**config.mk**
```make
export PLATFORM = sky130hd
export DESIGN_NAME = keycode_to_ascii_key_buffer
export DESIGN_NICKNAME = d
export VERILOG_FILES = /design/src/design/kta_pkg.sv /design/src/design/kta_translate.sv /design/src/design/kta_ring.sv /design/src/design/keycode_to_ascii_key_buffer.sv
export SDC_FILE = /design/constraint.sdc
export NUM_CORES = 1
export LEC_CHECK = 0
export BUFFER_PORTS_ARGS = -buffer_cell sky130_fd_sc_hd__buf_2
export CAP_MARGIN = 20
export CORE_ASPECT_RATIO = 0.6
export CORE_UTILIZATION = 32
export CTS_BUF_LIST = sky130_fd_sc_hd__clkbuf_16
export CTS_CLUSTER_SIZE = 24
export DETAILED_ROUTE_END_ITERATION = 16
export GPL_TIMING_DRIVEN = 0
export SYNTH_ARGS = -nofsm -noshare
export SYNTH_HDL_FRONTEND = slang
export SYNTH_SLANG_ARGS = --single-unit
```
**constraint.sdc**
```tcl
create_clock -name clk -period 5.79 [get_ports clk]
set_input_delay 0.2895 -clock clk [delete_from_list [all_inputs] [get_ports clk]]
set_output_delay 0.2895 -clock clk [all_outputs]
set_load 0.02 [all_outputs]
```
**src/design/kta_pkg.sv**
```systemverilog
package kta_pkg;

	localparam logic [1:0] OP_PRESS   = 2'd0;
	localparam logic [1:0] OP_RELEASE = 2'd1;
	localparam logic [1:0] OP_READ    = 2'd2;

	localparam int TABLE_SIZE = 186;
	localparam logic [7:0] LEFT_SHIFT_KEY  = 8'd151;
	localparam logic [7:0] RIGHT_SHIFT_KEY = 8'd152;

	typedef struct packed {
		logic [1:0] opcode;
		logic [7:0] key_code;
	} kta_cmd_t;

	typedef struct packed {
		logic [7:0] read_char;
		logic       char_valid;
		logic       chars_ready;
		logic       dropped_oldest;
	} kta_result_t;

	// ring status for the beat in flight, handed to the result register
	typedef struct packed {
		logic popped;
		logic ready;
		logic dropped;
	} kta_ring_stat_t;

	localparam logic [7:0] PLAIN_MAP [0:TABLE_SIZE-1] = '{
		8'd0,   8'd0,   8'd0,   8'd0,   8'd0,   8'd0,   8'd0,   8'd0,
		8'd8,   8'd9,   8'd0,   8'd0,   8'd0,   8'd13,  8'd0,   8'd0,
		8'd0,   8'd0,   8'd0,   8'd0,   8'd0,   8'd0,   8'd0,   8'd0,
		8'd0,   8'd0,   8'd0,   8'd27,  8'd0,   8'd0,   8'd0,   8'd0,
		8'd32,  8'd0,   8'd0,   8'd0,   8'd0,   8'd0,   8'd0,   8'd39,
		8'd0,   8'd0,   8'd0,   8'd0,   8'd44,  8'd45,  8'd46,  8'd47,
		8'd48,  8'd49,  8'd50,  8'd51,  8'd52,  8'd53,  8'd54,  8'd55,
		8'd56,  8'd57,  8'd0,   8'd59,  8'd0,   8'd61,  8'd0,   8'd0,
		8'd0,   8'd0,   8'd0,   8'd0,   8'd0,   8'd0,   8'd0,   8'd0,
		8'd0,   8'd0,   8'd0,   8'd0,   8'd0,   8'd0,   8'd0,   8'd0,
		8'd0,   8'd0,   8'd0,   8'd0,   8'd0,   8'd0,   8'd0,   8'd0,
		8'd0,   8'd0,   8'd0,   8'd91,  8'd92,  8'd93,  8'd0,   8'd0,
		8'd96,  8'd97,  8'd98,  8'd99,  8'd100, 8'd101, 8'd102, 8'd103,
		8'd104, 8'd105, 8'd106, 8'd107, 8'd108, 8'd109, 8'd110, 8'd111,
		8'd112, 8'd113, 8'd114, 8'd115, 8'd116, 8'd117, 8'd118, 8'd119,
		8'd120, 8'd121, 8'd122, 8'd0,   8'd0,   8'd0,   8'd0,   8'd127,
		8'd128, 8'd129, 8'd130, 8'd131, 8'd132, 8'd133, 8'd134, 8'd135,
		8'd136, 8'd137, 8'd138, 8'd139, 8'd140, 8'd13,  8'd142, 8'd143,
		8'd144, 8'd145, 8'd0,   8'd0,   8'd148, 8'd149, 8'd0,   8'd0,
		8'd0,   8'd153, 8'd154, 8'd155, 8'd156, 8'd0,   8'd0,   8'd0,
		8'd0,   8'd0,   8'd0,   8'd0,   8'd0,   8'd0,   8'd0,   8'd0,
		8'd0,   8'd0,   8'd42,  8'd43,  8'd172, 8'd45,  8'd46,  8'd47,
		8'd48,  8'd49,  8'd50,  8'd51,  8'd52,  8'd53,  8'd54,  8'd55,
		8'd56,  8'd57
	};

	localparam logic [7:0] SHIFT_MAP [0:TABLE_SIZE-1] = '{
		8'd0,   8'd0,   8'd0,   8'd0,   8'd0,   8'd0,   8'd0,   8'd0,
		8'd8,   8'd147, 8'd0,   8'd0,   8'd0,   8'd161, 8'd0,   8'd0,
		8'd0,   8'd0,   8'd0,   8'd0,   8'd0,   8'd0,   8'd0,   8'd0,
		8'd0,   8'd0,   8'd0,   8'd27,  8'd0,   8'd0,   8'd0,   8'd0,
		8'd32,  8'd0,   8'd0,   8'd0,   8'd0,   8'd0,   8'd0,   8'd34,
		8'd0,   8'd0,   8'd0,   8'd0,   8'd60,  8'd95,  8'd62,  8'd63,
		8'd41,  8'd33,  8'd64,  8'd35,  8'd36,  8'd37,  8'd94,  8'd38,
		8'd42,  8'd40,  8'd0,   8'd58,  8'd0,   8'd43,  8'd0,   8'd0,
		8'd0,   8'd0,   8'd0,   8'd0,   8'd0,   8'd0,   8'd0,   8'd0,
		8'd0,   8'd0,   8'd0,   8'd0,   8'd0,   8'd0,   8'd0,   8'd0,
		8'd0,   8'd0,   8'd0,   8'd0,   8'd0,   8'd0,   8'd0,   8'd0,
		8'd0,   8'd0,   8'd0,   8'd123, 8'd124, 8'd125, 8'd0,   8'd0,
		8'd126, 8'd65,  8'd66,  8'd67,  8'd68,  8'd69,  8'd70,  8'd71,
		8'd72,  8'd73,  8'd74,  8'd75,  8'd76,  8'd77,  8'd78,  8'd79,
		8'd80,  8'd81,  8'd82,  8'd83,  8'd84,  8'd85,  8'd86,  8'd87,
		8'd88,  8'd89,  8'd90,  8'd0,   8'd0,   8'd0,   8'd0,   8'd127,
		8'd128, 8'd129, 8'd130, 8'd131, 8'd132, 8'd133, 8'd134, 8'd135,
		8'd136, 8'd137, 8'd138, 8'd139, 8'd140, 8'd13,  8'd142, 8'd162,
		8'd163, 8'd164, 8'd0,   8'd0,   8'd165, 8'd166, 8'd0,   8'd0,
		8'd0,   8'd186, 8'd187, 8'd188, 8'd189, 8'd0,   8'd0,   8'd0,
		8'd0,   8'd0,   8'd0,   8'd0,   8'd0,   8'd0,   8'd0,   8'd0,
		8'd0,   8'd0,   8'd42,  8'd43,  8'd172, 8'd45,  8'd46,  8'd47,
		8'd143, 8'd148, 8'd154, 8'd149, 8'd155, 8'd0,   8'd156, 8'd144,
		8'd153, 8'd145
	};

	function automatic logic [7:0] key_char(input logic [7:0] key, input logic shifted);
		logic [7:0] ch;
		if (int'(key) >= TABLE_SIZE)
			ch = 8'd0;
		else if (shifted)
			ch = SHIFT_MAP[key];
		else
			ch = PLAIN_MAP[key];
		return ch;
	endfunction

endpackage

```
**src/design/kta_translate.sv**
```systemverilog
module kta_translate import kta_pkg::*; #(
	parameter int KEY_COUNT = 256
) (
	input  logic       clk,
	input  logic       arst_n,
	input  logic       vld,
	input  kta_cmd_t   cmd,
	output logic [7:0] char_out
);

	// Only the shift keys' hold counts reach any result. A saturating count
	// is nonzero exactly when the key has been pressed since its last release,
	// so one flag per shift key carries all that matters.
	logic l_held_q;
	logic r_held_q;
	logic in_range;
	logic is_l;
	logic is_r;
	logic press;
	logic release_k;
	logic shifted;

	assign in_range  = int'(cmd.key_code) < KEY_COUNT;
	assign is_l      = cmd.key_code == LEFT_SHIFT_KEY;
	assign is_r      = cmd.key_code == RIGHT_SHIFT_KEY;
	assign press     = vld && cmd.opcode == OP_PRESS && in_range;
	assign release_k = vld && cmd.opcode == OP_RELEASE && in_range;

	// the press of a shift key counts itself before translation
	assign shifted  = l_held_q || r_held_q || (press && (is_l || is_r));
	assign char_out = press ? key_char(cmd.key_code, shifted) : 8'd0;

	always_ff @(posedge clk or negedge arst_n) begin
		if (!arst_n) begin
			l_held_q <= 1'b0;
			r_held_q <= 1'b0;
		end else begin
			if (press && is_l)
				l_held_q <= 1'b1;
			else if (release_k && is_l)
				l_held_q <= 1'b0;
			if (press && is_r)
				r_held_q <= 1'b1;
			else if (release_k && is_r)
				r_held_q <= 1'b0;
		end
	end

endmodule

```
**src/design/kta_ring.sv**
```systemverilog
module kta_ring import kta_pkg::*; #(
	parameter int RING_DEPTH = 32
) (
	input  logic           clk,
	input  logic           arst_n,
	input  logic           push,
	input  logic [7:0]     push_char,
	input  logic           pop_req,
	output kta_ring_stat_t stat,
	output logic [7:0]     rd_data_q
);

	localparam int PW = (RING_DEPTH > 1) ? $clog2(RING_DEPTH) : 1;
	localparam logic [PW-1:0] LAST_SLOT = PW'(RING_DEPTH - 1);

	logic [7:0]    mem [0:RING_DEPTH-1];
	logic [PW-1:0] wr_slot_q;
	logic [PW-1:0] rd_slot_q;
	logic          ready_q;
	logic [PW-1:0] wr_next;
	logic [PW-1:0] rd_next;
	logic          pop;
	logic          drop;

	assign wr_next = (wr_slot_q == LAST_SLOT) ? '0 : wr_slot_q + 1'b1;
	assign rd_next = (rd_slot_q == LAST_SLOT) ? '0 : rd_slot_q + 1'b1;
	assign pop     = pop_req && ready_q;
	// writing into the slot just behind the oldest pushes the read side on by one
	assign drop    = push && (wr_next == rd_slot_q);

	always_comb begin
		stat.popped  = pop;
		stat.dropped = drop;
		if (push)
			stat.ready = 1'b1;
		else if (pop)
			stat.ready = rd_next != wr_slot_q;
		else
			stat.ready = ready_q;
	end

	always_ff @(posedge clk) begin
		if (push)
			mem[wr_slot_q] <= push_char;
		rd_data_q <= mem[rd_slot_q];
	end

	always_ff @(posedge clk or negedge arst_n) begin
		if (!arst_n) begin
			wr_slot_q <= '0;
			rd_slot_q <= '0;
			ready_q   <= 1'b0;
		end else begin
			ready_q <= stat.ready;
			if (push)
				wr_slot_q <= wr_next;
			if (drop || pop)
				rd_slot_q <= rd_next;
		end
	end

endmodule

```
**src/design/keycode_to_ascii_key_buffer.sv**
```systemverilog
// An accepted command is registered in vld_s1/cmd_s1, translated and applied
// to the ring; its status is registered in vld_s2/stat_s2 and strobed by done.
// Throughput: one command per cycle; busy is low at all times after reset and
// the result side never stalls.
// Reset: asynchronous, active low; clears shift state, ring pointers and
// the strobe; busy stays high until the first edge after release.
module keycode_to_ascii_key_buffer import kta_pkg::*; #(
	parameter int RING_DEPTH = 32,
	parameter int KEY_COUNT  = 256
) (
	input  logic        clk,
	input  logic        arst_n,
	input  logic        start,
	output logic        busy,
	input  kta_cmd_t    cmd,
	output logic        done,
	output kta_result_t result
);

	logic           busy_q;
	logic           vld_s1;
	kta_cmd_t       cmd_s1;
	logic           vld_s2;
	kta_ring_stat_t stat_s2;
	kta_ring_stat_t stat;
	logic [7:0]     char_s1;
	logic [7:0]     rd_data;
	logic           push;
	logic           pop_req;

	assign busy = busy_q;

	always_ff @(posedge clk or negedge arst_n) begin
		if (!arst_n) begin
			busy_q <= 1'b1;
			vld_s1 <= 1'b0;
			vld_s2 <= 1'b0;
		end else begin
			busy_q <= 1'b0;
			vld_s1 <= start && !busy_q;
			vld_s2 <= vld_s1;
		end
	end

	always_ff @(posedge clk) begin
		if (start && !busy_q)
			cmd_s1 <= cmd;
		stat_s2 <= stat;
	end

	kta_translate #(
		.KEY_COUNT(KEY_COUNT)
	) u_translate (
		.clk     (clk),
		.arst_n  (arst_n),
		.vld     (vld_s1),
		.cmd     (cmd_s1),
		.char_out(char_s1)
	);

	assign push    = char_s1 != 8'd0;
	assign pop_req = vld_s1 && cmd_s1.opcode == OP_READ;

	kta_ring #(
		.RING_DEPTH(RING_DEPTH)
	) u_ring (
		.clk      (clk),
		.arst_n   (arst_n),
		.push     (push),
		.push_char(char_s1),
		.pop_req  (pop_req),
		.stat     (stat),
		.rd_data_q(rd_data)
	);

	assign done                  = vld_s2;
	assign result.read_char      = stat_s2.popped ? rd_data : 8'd0;
	assign result.char_valid     = stat_s2.popped;
	assign result.chars_ready    = stat_s2.ready;
	assign result.dropped_oldest = stat_s2.dropped;

endmodule

```
# --- Word level (Yosys, flattened, before mapping) ---
# Memory sizes are Yosys's and may differ from the RTL's. A register that Yosys moved wholly into a read port is not among the register bits.
# Index checks and enable logic that the tools add are counted.
op_classes:
  shift: 0
  div_mod_pow: 0
  bitwise_logic: 1
  muxes: 18
  n_eq_ne: 8
  reduce_logical: 20
  magnitude_cmp: 2
  addsub: 2
  mul: 0
op_table:
  columns: ["cell", "count"]
  rows:
  - ["$mux W8", 8]
  - ["$eq A8 B8 Y1 const B", 2]
  - ["$logic_and A1 B1 Y1", 11]
  - ["$add A5 B1 Y5 const B", 2]
  - ["$eq A5 B5 Y1 const B", 2]
  - ["$mux W5", 2]
  - ["$ge A9 B9 Y1 const B", 1]
  - ["$not A8 Y9", 1]
  - ["$ge A8 B8 Y1 const B", 1]
  - ["$mux W1", 8]
  - ["$reduce_bool A8 Y1", 1]
  - ["$eq A5 B5 Y1", 1]
  - ["$ne A5 B5 Y1", 1]
  - ["$logic_or A1 B1 Y1", 4]
  - ["$reduce_bool A2 Y1", 2]
  - ["$eq A2 B1 Y1 const B", 1]
  - ["$eq A2 B2 Y1 const B", 1]
  - ["$logic_not A2 Y1", 1]
  - ["$logic_not A1 Y1", 1]
totals:
  latchBits: 0
  output_inout_bits: 13
  regBits: 29
  word_cells: 67
  rom_bits: 4096
  in_bits: 13
  memories: 3
  mem_bits_rw: 256
mem_list:
  columns: ["memory", "depth", "word_bits", "rd", "rd_ports_with_merged_regs", "wr", "line_no", "text"]
  rows:
  - ["(name not given)", 256, 8, 1, 0, 0, "kta_pkg.sv:89", "ch = SHIFT_MAP[key];"]
  - ["(name not given)", 256, 8, 1, 0, 0, "kta_pkg.sv:91", "ch = PLAIN_MAP[key];"]
  - ["u_ring.mem", 32, 8, 1, 1, 1, "kta_ring.sv:16", "logic [7:0] mem [0:RING_DEPTH-1];"]

# --- Depth between registers and ports, before layout ---
# Gate-level depths: netlist of run 1.
logic_depth:
  depth_word: 10
  mapped_depth: 14

# --- Hierarchy ---
# A second synthesis of run 1 with hierarchy kept.
unflattened:
  cells_unflattened: 931
  hier_area_um2: 13526.7
by_module_without_submodules:
  columns: ["module", "area_per_inst_um2", "cells_each", "seq_area_each_um2", "instances"]
  rows:
  - ["kta_ring", 11085.6, 614, 8122.8, 1]
  - ["kta_translate", 1920.6, 286, 50.0, 1]
  - ["keycode_to_ascii_key_buffer", 520.5, 31, 436.7, 1]

# --- Worst setup path before layout of run 1 ---
# OpenSTA, ideal clock, no wires.
synth_path:
  path_kind: "flip-flop to flip-flop"
  from: "register cmd_s1[1] (netlist name)"
  to: "memory u_ring.mem[0][0] (enable)"
  stages_incl_launch_ff: 15
  period_less_slack_ns: 4.471
  arrival_ns: 4.101
  setup_ns: 0.370
  slack_ns: 1.319
  cell_sequence: "edfxtp_1 -> clkbuf_1 -> inv_1 -> ha_1 -> and3b_1 -> o2111a_1 -> nor3_4 -> buf_6 -> a2bb2oi_1 -> a32oi_1 -> nor4_4 -> nand3b_2 -> buf_2 -> nand2_1 -> nor2_1"
synth_between:
  elab_chain_cells: 10
synth_lines:
  columns: ["element", "line_no", "text"]
  rows:
  - ["from (decl)", "keycode_to_ascii_key_buffer.sv:22", "kta_cmd_t cmd_s1;"]
  - ["from (signal assigned)", "keycode_to_ascii_key_buffer.sv:47", "cmd_s1 <= cmd;"]
  - ["$not A8 Y9 (implied by the code), or another cell as far along", "kta_pkg.sv:89, kta_pkg.sv:91", null]
  - ["$mem_v2 Z256 W8, or another cell as far along", null, null]
  - ["$mux W8 (implied by the code), or another cell as far along (2 in a row)", "kta_pkg.sv:91", null]
  - ["$mux W8", "kta_pkg.sv:88", "else if (shifted)"]
  - ["$mux W8 *", "kta_pkg.sv:86", "if (int'(key) >= TABLE_SIZE)"]
  - ["$mux W8 *", "kta_translate.sv:31", "assign char_out = press ? key_char(cmd.key_code, shifted) : 8'd0;"]
  - ["named net char_s1[3]", "keycode_to_ascii_key_buffer.sv:26", "logic [7:0] char_s1;"]
  - ["$reduce_bool A8 Y1 *", "keycode_to_ascii_key_buffer.sv:61", "assign push = char_s1 != 8'd0;"]
  - ["$mux W1 *", "kta_ring.sv:43", "if (push)"]
  - ["$mux W1 (implied by the code) *", "kta_ring.sv:44", "mem[wr_slot_q] <= push_char;"]
  - ["to (decl)", "kta_ring.sv:16", null]
# Mark *: on every way through the listed nets, which the timed path passes. The rest lies on a longest branch. The select of a mux whose other input is x is not followed.

# --- Worst setup path in the final report of run 1 ---
layout_path:
  from: "register cmd_s1[1] (netlist name)"
  to: "memory u_ring.mem[19][4] (enable)"
# Same word-level chain as after synthesis.

==> run_results.csv, run 1 <==
group,metric,value,unit
detailed_routing,ant_nets,0,
synth,yosysWarningCount,0,
worst_setup_path,critPathLaunchType,"register",
worst_setup_path,cp-end-kind,"register",
final_layout,final_common_cell,"edfxtp_1",
timing,relSlewSlack,27.8,%
synth,seq_area_frac_synth,64.7,%
synth,synthesis.area,13300,um2
global_routing,grt_usage,17.8,%
synth,synth_cells,833,
detailed_routing,drt_iter0_drc,1158,
global_routing,grt_pass1_vias,8119,
synth,synth_edf_count,266,
clock_tree,cts_tree,"built",
final_layout,antenna_cells,0,
global_routing,grt_remaining_overflow,0,
worst_setup_path,critPathKind,"reg2reg",
final_layout,drive_gt1_share,26.5,%
synth,syn_area_per_cell,16.0,um2
final_layout,nFillCells,3790,
timing,rsz0062_at_grt,"false",
pwr,power.total,5.89,mW
pwr,ir_drop,0.000208,V
pwr,p_leak,5.09,nW
clock_tree,cts_buffers,28,
synth,synth_top_area_cell,"edfxtp_1",
final_layout,multi_input_area,4600,um2
die,fp.dieArea,42500,um2
clock_tree,root_buffer,"clkbuf_16",
synth,syn-num-nets,861,
final_layout,regArea,8610,um2
global_routing,grt_max_degree,34,
timing,timing.fmax,182,MHz
detailed_routing,drt_first_pass_iters,5,
die,ios,26,
synth,dominantRegCellSynth,"edfxtp_1",
placed_design,port-buffer-count,25,
pwr,powerDensity,380,nW/um2
placed_design,pre_cts_ws,-0.429,ns
synth,async_flop_share,5.46,%
global_routing,grt_busiest_layer,"met1",
detailed_routing,wire_per_inst,25.2,um
detailed_routing,post_drt_via_cell_ratio,5.49,
die,die_x,265,um
final_layout,nets,936,
global_routing,grt_use_met2,22.9,%
die,rows,57,
detailed_routing,vias,8170,
die,initial_core_util,32.7,%
clock_tree,clk_pin_slew,0.06,ns
timing,worst_slew_pin_slew,1.08,ns
final_layout,syn2layout_area_growth,16.5,%
worst_setup_path,arrival,5.68,ns
status,outcome,"finished, final reports clean",
detailed_routing,route.detailed.drc,0,
worst_setup_path,worst_r2r_path_depth,13,
timing,skew,0.0147,ns
timing,hold_viol,0,
worst_setup_path,r2r_setup_slack,0.29,ns
clock_tree,cts.htree.levels,1,
synth,netlist.area_leader.share,60.0,%
timing,period_share,95.0,%
clock_tree,clock_sinks,293,
die,core,40700,um2
worst_setup_path,cp_max_fo,17,
clock_tree,clock_path_buffers,3,
timing,setup_slack,0.289,ns
detailed_routing,wirelength,37400,um
synth,synth_cell_types,79,
synth,synth_area_leaders,"edfxtp_1 (60%), mux4_2 (14%), dfrtp_1 (2.8%)",
worst_setup_path,critical_path_required,5.97,ns
placed_design,place_hpwl,26500,um
timing,finalMaxSlewViolations,0,
synth,ys_ff_latch,293,
hold_path,hold_class,"in2async",
timing,setup_violations,0,
global_routing,use_met3,7.42,%
job,maxCapViolCount,0,
placed_design,gp_congestion,0.924,
clock_tree,clkLatencyLatePin,0.55,ns
timing,min_period,5.50,ns
global_routing,met1_usage,27.7,%
final_layout,layout_common_cells,"edfxtp_1 (266), mux4_2 (80), buf_2 (39)",
die,fp.dieH,160,um
global_routing,antenna_found_initial,2,
global_routing,grt_pass1_wl,55600,um
repair_timing:
item / in CTS / in global routing
setup endpoints to repair: 256 / 256
setup buffers: 0 / 1
resized for setup: 4 / 47
hold endpoints to repair: 26 / 0
hold buffers: 11 / 0
pin swaps: 0 / 1
where the power goes:
| part | switching, mW | internal [mW] | total [mW] |
|---|---|---|---|
| clock | 0.789 | 1.04 | 1.83 |
| sequential | 0.0449 | 2.36 | 2.41 |
| combinational | 0.916 | 0.740 | 1.66 |
final timing paths:
kind,startpoint,endpoint
worst max register to register,cmd_s1[1],u_ring.mem[19][4]
max in group asynchronous,arst_n,busy
worst min-delay path,arst_n,u_ring.ready_q
worst max-delay path,cmd_s1[1],u_ring.mem[19][4]
worst min register to register,vld_s1,done
min in group clk,start,vld_s1
kinds of logic after synthesis:
kind of cell / synth area share [%]
AOI/OAI and AO/OA: 7.56
other: 0.0282
adders and majority gates: 1.41
muxes: 15.4
xor gates and xnor gates: 0.855
buffers and inverters: 2.33
and+or+nand+nor: 7.71
DFF: 64.7
flip-flops by register name, summed over array words and instances, names as in the netlist:
register	count
u_ring.ready_q	1
busy	1
u_ring.wr_slot_q	5
u_translate.r_held_q	1
cmd_s1	10
result	3
u_ring.rd_slot_q	5
vld_s1	1
u_translate.l_held_q	1
u_ring.rd_data_q	8
done	1
u_ring.mem	256
per-layer routing:
metal  wire length (um)  up-vias
li1                   -     3486
met1              17500     4233
met2              14500      410
met3               4950       41
met4                524        0
met5                  0        -
final cells by class:
class	count	area share [%]
Sequential cell	293	55.5
Multi-Input combinational cell	468	29.7
Clock buffer	29	4.68
Tap cell	560	4.52
Timing Repair Buffer	45	2.45
Buffer	57	1.64
Clock inverter	21	1.19
Inverter	15	0.363
worst max-delay path, stage by stage, from the launching register on:
cell and delay (ns):
edfxtp_1 0.62, clkbuf_1 0.46, inv_1 0.19, ha_1 0.40
and3b_1 0.27, o2111a_1 0.27, nor3_4 0.44, a21oi_1 0.08
a2111oi_0 0.59, a211o_2 0.30, buf_16 0.18, nand3b_2 0.24
nand2_1 0.47, nor2_2 0.60
synth_stat cells (12+ instances only):
master / n
a21oi_1: 29
ha_1: 15
nor2_1: 62
nand2b_1: 12
and2_1: 15
dfrtp_1: 15
mux4_2: 80
buf_2: 14
nand2_1: 37
edfxtp_1: 266
clkbuf_1: 30
inv_1: 14
o21ai_0: 30
metrics by stage:
step	instances	TNS (ns)	hold slack, ns	util (%)	instance area [um2]
2_1_floorplan	833	0	-0.00609	-	13300
3_3_place_gp	1418	-336.73	0.237	34.7	14100
3_5_place_dp	1425	-69.16	0.241	35.1	14300
4_1_cts	1486	-12.29	0.186	37.7	15300
5_1_grt	1488	0	0.222	38.1	15500
6_report	1488	0	0.190	38.1	15500
(Power assumes the default switching activity.)
==> run 2, diff against run 1 <==
CAP_MARGIN = unset   (was 20)
CORE_UTILIZATION = 40   (was 32)
clock period = 5.6 ns   (was 5.79 ns; I/O delays follow)
==> run_results.csv, run 2 (same netlist as run 1, synthesis figures left out) <==
group,metric,value,unit
status,outcome,"finished, final reports clean",
pwr,ir_drop,0.000241,V
clock_tree,clkLatencyLatePin,0.56,ns
die,initial_core_util,40.8,%
detailed_routing,wire_per_inst,27.1,um
worst_setup_path,cp_max_fo,18,
worst_setup_path,critPathLaunchType,"register",
final_layout,layout_common_cells,"edfxtp_1 (266), mux4_2 (80), buf_2 (39)",
worst_setup_path,arrival,5.66,ns
clock_tree,root_buffer,"clkbuf_16",
timing,relSlewSlack,24.7,%
hold_path,hold_class,"in2async",
die,fp.dieArea,34000,um2
final_layout,drive_gt1_share,26.1,%
clock_tree,clock_path_buffers,3,
final_layout,reg_top3,"u_ring.mem (256), cmd_s1 (10), u_ring.rd_data_q (8)",
worst_setup_path,cp-end-kind,"register",
clock_tree,clock_sinks,293,
global_routing,grt_pass1_vias,7872,
job,maxCapViolCount,0,
final_layout,antenna_cells,0,
placed_design,port-buffer-count,25,
timing,finalMaxSlewViolations,0,
timing,min_period,5.45,ns
final_layout,syn2layout_area_growth,15.4,%
global_routing,grt_remaining_overflow,0,
timing,timing.fmax,184,MHz
global_routing,grt_max_degree,34,
detailed_routing,wirelength,37300,um
die,die_x,238,um
worst_setup_path,critical_path_required,5.81,ns
placed_design,gp_congestion,1.01,
worst_setup_path,path_cells,"clkbuf_2 > inv_1 > ha_1 > and3b_1 > o2111a_1 > nor3_4 > mux2_1 > a21oi_2 > a211o_4 > nand3b_2 > buf_2 > nand2_2 > nor2_4",
detailed_routing,post_drt_via_cell_ratio,5.98,
clock_tree,cts_tree,"built",
worst_setup_path,critPathKind,"reg2reg",
final_layout,utilization,47.1,%
die,ios,26,
clock_tree,clk_pin_slew,0.08,ns
die,fp.dieH,143,um
timing,holdWs,0.172,ns
detailed_routing,ant_nets,0,
timing,rsz0062_at_grt,"false",
timing,worst_slew_pin_slew,1.12,ns
final_layout,regArea,8610,um2
worst_setup_path,rr_startpoint,"cmd_s1[1]",
die,core,32600,um2
timing,setup_violations,0,
placed_design,place_hpwl,24800,um
detailed_routing,drt_first_pass_iters,5,
clock_tree,cts_buffers,27,
final_layout,multi_input_area,4700,um2
timing,skew,0.0220,ns
final_layout,top_register,"u_ring.mem",
final_layout,final_common_cell,"edfxtp_1",
final_layout,stdcell_count,1375,
placed_design,placedCellCount,1311,
global_routing,grt_pass1_wl,54300,um
worst_setup_path,r2r_setup_slack,0.15,ns
pwr,p_leak,5.07,nW
clock_tree,cts.htree.levels,1,
detailed_routing,drt_iter0_drc,1204,
die,rows,51,
global_routing,antenna_found_initial,2,
timing,period_share,97.3,%
detailed_routing,vias,8221,
final_layout,nets,932,
final_layout,nFillCells,2797,
worst_setup_path,slowest_stage,"edfxtp_1",
detailed_routing,route.detailed.drc,0,
worst_setup_path,max_stage_delay,0.59,ns
final_layout,largest_reg_flops,256,
timing,hold_viol,0,
global_routing,grt_usage,22.4,%
pwr,powerDensity,392,nW/um2
worst_setup_path,cp-startpoint,"cmd_s1[1]",
-- run 2: cell types whose count changed in the layout (fill, tap and decap cells not counted), moves of 2 or more --
cell	previous run	this run
nor2_2	17	9
nor2_4	16	24
inv_1	18	24
clkinv_2	7	3
buf_8	4	1
buf_6	5	3
clkbuf_16	29	27
o311a_1	5	3
o311a_2	0	2
-- run 2: layout make-up --
type / count / area share (%)
Clock buffer: 27 / 4.40
Inverter: 15 / 0.366
Tap cell: 450 / 3.66
Buffer: 57 / 1.66
Clock inverter: 23 / 1.29
Multi-Input combinational cell: 469 / 30.6
Timing Repair Buffer: 41 / 2.04
Sequential cell: 293 / 56.0
-- run 2: worst max-delay path: cells and delay by family, from the launching register on --
family,cells,cell delay [ns]
buffers and inverters,3,0.79
AOI/OAI and AO/OA,3,1.02
muxes,1,0.40
adders and majority gates,1,0.40
DFF,1,0.59
and+or+nand+nor,5,1.86
-- run 2: worst paths after layout --
kind / endpoint / cells after the start
min in group clk: vld_s1 / 2
max: u_ring.mem[21][5] / 13
min: vld_s1 / 2
max reg2reg: u_ring.mem[21][5] / 13
max in group asynchronous: busy / 2
min reg2reg: done / 0
-- run 2: per-layer routing --
layer / vias to the layer above / wire length [um] / share of wire [%] / global-route usage, %
met5: - / 0 / 0 / 0
met4: 0 / 549 / 1.5 / 3.63
met3: 57 / 5110 / 14 / 8.18
met1: 4188 / 17100 / 46 / 35.5
li1: 3485 / - / - / -
met2: 491 / 14500 / 39 / 29.0
-- run 2: metrics by stage --
step | cell area (um2) | setup WS (ns) | total power [mW] | setup TNS [ns]
floorplan | 13300 | 1.13 | 3.65 | 0
global placement | 14000 | -2.01 | 4.17 | -494.78
detailed placement | 14100 | -0.938 | 4.18 | -193.74
CTS | 15300 | 0.0599 | 6.05 | 0
global route | 15400 | 0.0323 | 6.26 | 0
finish | 15400 | 0.152 | 6.03 | 0
-- run 2: power by group --
part | switching, mW | total (mW) | internal [mW]
Sequential | 0.0443 | 2.49 | 2.44
Combinational | 0.947 | 1.70 | 0.755
Clock | 0.816 | 1.84 | 1.02
-- run 2: repair_timing --
| action | CTS | global route |
|---|---|---|
| endpoints found under the hold margin | 26 | 0 |
| resized for setup | 67 | 2 |
| buffers inserted | 0 | 2 |
| hold buffers | 11 | 0 |
| cloned | 1 | 0 |
| endpoints found under the setup margin | 256 | 196 |
| pin swaps | 1 | 2 |
